===== config.mk =====
export PLATFORM = sky130hd
export DESIGN_NAME = ffca_cell
export DESIGN_NICKNAME = d
export VERILOG_FILES = /design/src/rtl/first_fit_coalescing_allocator_unit_defines.svh /design/src/rtl/ffca_cell.sv
export SDC_FILE = /design/constraint.sdc
export NUM_CORES = 1
export LEC_CHECK = 0
export BUFFER_PORTS_ARGS = -buffer_cell sky130_fd_sc_hd__buf_2
export CAP_MARGIN = 20
export CORE_ASPECT_RATIO = 1.75
export CORE_MARGIN = 5
export CORE_UTILIZATION = 37
export CTS_CLUSTER_DIAMETER = 80
export DETAILED_ROUTE_END_ITERATION = 16
export GPL_TIMING_DRIVEN = 1
export PLACE_DENSITY = 0.75
export SLEW_MARGIN = 10
export SYNTH_ARGS = -nofsm -noshare
export SYNTH_HDL_FRONTEND = slang
export SYNTH_SLANG_ARGS = --single-unit

===== constraint.sdc =====
create_clock -name clk -period 0.8 [get_ports clk]
set_input_delay 0.12 -clock clk [delete_from_list [all_inputs] [get_ports clk]]
set_output_delay 0.12 -clock clk [all_outputs]
set_load 0.05 [all_outputs]

===== src/rtl/first_fit_coalescing_allocator_unit_defines.svh =====
// Assertion macros shared by the allocator RTL
`ifndef FIRST_FIT_COALESCING_ALLOCATOR_UNIT_DEFINES_SVH
`define FIRST_FIT_COALESCING_ALLOCATOR_UNIT_DEFINES_SVH
`ifndef SYNTHESIS
// checked on every clock edge outside reset
`define FFCA_ASSERT(lbl, prop, msg) \
    lbl: assert property (@(posedge clk) disable iff (!rst_n) prop) else $error(msg);
// checked on every clock edge, reset included
`define FFCA_ASSERT_ALWAYS(lbl, prop, msg) \
    lbl: assert property (@(posedge clk) prop) else $error(msg);
`else
`define FFCA_ASSERT(lbl, prop, msg)
`define FFCA_ASSERT_ALWAYS(lbl, prop, msg)
`endif
`endif


===== src/rtl/ffca_cell.sv =====
// One cell of the segment chain: holds one (base, size) entry
`timescale 1ns / 1ps
`default_nettype none
module ffca_cell #(
    parameter int W = 96
) (
    input  wire logic         clk,
    input  wire logic         shift_en,
    input  wire logic [W-1:0] d,
    output logic      [W-1:0] q
);
    logic [W-1:0] entry_reg;

    // take the neighbor's entry on every pass cycle
    always_ff @(posedge clk)
    begin
        if (shift_en)
        begin
            entry_reg <= d;
        end
    end

    assign q = entry_reg;
endmodule
`default_nettype wire


==> results.yml <==
clock_network:
  number_of_clock_sinks_seen_by_cts: 96
  max-clock-path-buffers: 2
  htree_num_levels: 3
  tritoncts: "done"
  worst_setup_hold_path_clk_slew_ps: 60
  numCtsBuffers: 9
  clockRootBuffer: "clkbuf_16"
global_routing:
  global_route.usage.total_pct: 18.80
  grt_antenna_before_repair: 1
  grt_pass1_vias: 2495
  largest_net_degree_at_the_start_of_global_routing: 47
  grt_overflow: 0
  grt_first_pass_wirelength_mm: 13.72
floorplan:
  floorplan.io_pins: 194
  placement_rows: 42
  initial_core_utilization_pct: 38.10
  fp.dieW_um: 76.73
  dieArea_um2: 9726
  core_area_um2: 7567
  fp.dieH_um: 126.8
detailed_routing:
  number_of_detailed_routing_iterations_run_before_antenna_repair: 4
  drt_wl_total_mm: 9.132
  wl_met3_um: 590
  met2WireLength_mm: 5.166
  route.antenna.remaining_nets: 0
  met1Wirelength_mm: 3.039
  drc_errors: 0
  detail_route.iter0.violations: 90
  vias: 2142
  highest_layer: "met4"
  wl_per_cell_um: 18.49
  routed_via_density: 4.336
synth:
  synth.yosys.seq_area_share_pct: 100.0
  synth-simple-area-share_pct: 0
  xor_and_xnor_area_share_after_synthesis_pct: 0
  synth_compound_area_share_pct: 0
  yosysWarnings: 0
  synthesis.area_um2: 2883
  synth.net_count: 194
  synth_largest_type_area_fraction_pct: 100.0
  synth-edff-count: 96
  synth_fa_ha_area_share_pct: 0
  synth_largest_area_cell: "edfxtp_1"
  synthMuxAreaShare_pct: 0
  synth.distinct_cells: 1
  post-synth-top-count-cell: "edfxtp_1"
  synth_top_cells_by_area: "edfxtp_1 (100%)"
  ff_latch_count_synth: 96
  synthTopCellsByCount: "edfxtp_1 (96)"
  synthesis.instances: 96
  async_s_r_ff_share_synth_pct: 0
  syn_avg_cell_area_um2: 30.03
  synthFlopType: "edfxtp_1"
placed_design:
  place.port_buffers: 193
  globalplace.congestion: 0.8040
  place_hpwl_mm: 5.368
  dpl.cell_count: 380
timing:
  hold-worst-slack_ps: 210.4
  timing_hold_violations_final: 0
  setup_viol: 96
  worst_slew_margin_rel_pct: 83.32
  final_min_period_over_clock_period_pct: 130.6
  setup_ws_ps: -244.5
  grt_setup_unrepaired: "true"
  final.min_clock_period_ps: 1044
  worst-slew-pin-transition_ps: 250.2
  timing_max_transition_violations_final: 0
  achievable-frequency_mhz: 957.4
worst_setup_path:
  cpLargestDelayFamily: "flip-flops"
  worst-path-max-fanout: 1
  crit_chain: "buf_6"
  slowest_delay_ps: 420
  path_class: "flip-flop to output port"
  critPathLaunchType: "flip-flop"
  cp_slowest_cell: "edfxtp_1"
  critical_path_arrival_ps: 920
  crit_required_ps: 680
  worstPathBufferInverterCount: 1
  timing.critical_path.to_type: "output port"
pwr:
  pwr_density_cell_nw_per_um2: 2264
  total_leakage_power_nw: 2.464
  p_total_mw: 13.27
  maximum_resistive_drop_on_vdd_uv: 1447
finish:
  largest_register_ffs: 96
  drive_gt1_share_pct: 51.98
  multi_input_comb_area_um2: 0
  n_multi_input_combinational_cell: 0
  synthesis_to_layout_area_growth_pct: 103.4
  instances_no_fill: 494
  design.final.nets: 497
min_path:
  hold_path_class: "input pin to flip-flop"
job:
  maxCapViolations: 0
run_status:
  failing_checks: "setup timing"
  outcome: "complete, but fails checks"
==> cell usage in the layout, fill, tap and decap left out, types with 9 or more instances in the layout <==
master,netlist,routed
clkbuf_16,0,9
buf_2,0,96
edfxtp_1,96,96
buf_6,0,96
dlygate4sd3_1,0,96
==> per-stage QoR <==
stage	setup WS, ps	area (µm²)	setup TNS, ps	utilization [%]
2_1_floorplan	79.40	2883	0	-
3_3_place_gp	-18.56	4009	-924.1	52.98
3_5_place_dp	-34.56	4009	-2486	52.98
4_1_cts	-247.8	5858	-20540	77.41
5_1_grt	-283.2	5861	-23320	77.45
6_report	-244.5	5863	-19510	77.48
==> metal layers <==
metal  GRT usage, %  vias up
li1               -      998
met1          19.16     1013
met2          33.15      108
met3          6.879       23
met4          9.475        0
met5              0        -
==> kinds of logic (layout without fill, tap and decap cells) <==
group / Yosys count / after routing
flip-flops: 96 / 96
buffers and inverters: 0 / 308
other: 0 / 2
==> what timing repair did <==
action	in CTS	in global routing
hold endpoints to repair	96	0
setup buffers	0	0
gates resized for setup	192	0
endpoints found under the setup margin	96	96
hold buffers	96	0
==> report_power, final <==
| part | switching (mW) | internal, mW |
|---|---|---|
| sequential | 0.194 | 5.99 |
| combinational | 1.79 | 1.20 |
| clock | 1.70 | 2.39 |
| total | 3.69 | 9.58 |
==> worst paths after layout <==
check | slack (ps) | endpoint | depth (start not counted) | from
worst max-delay path | -240 | q[52] | 1 | q[52]$_DFFE_PP_
worst min-delay path | 210 | q[75]$_DFFE_PP_ | 2 | shift_en
==> cell type report <==
class | count | area [µm²]
clock buffer | 9 | 225.2
clock inverter | 7 | 62.56
antenna | 2 | 5.005
timing repair buffer | 292 | 2577
fill | 383 | 1704
tap | 88 | 110.1
sequential | 96 | 2883
No activity file was read; power rests on OpenSTA's default activity.
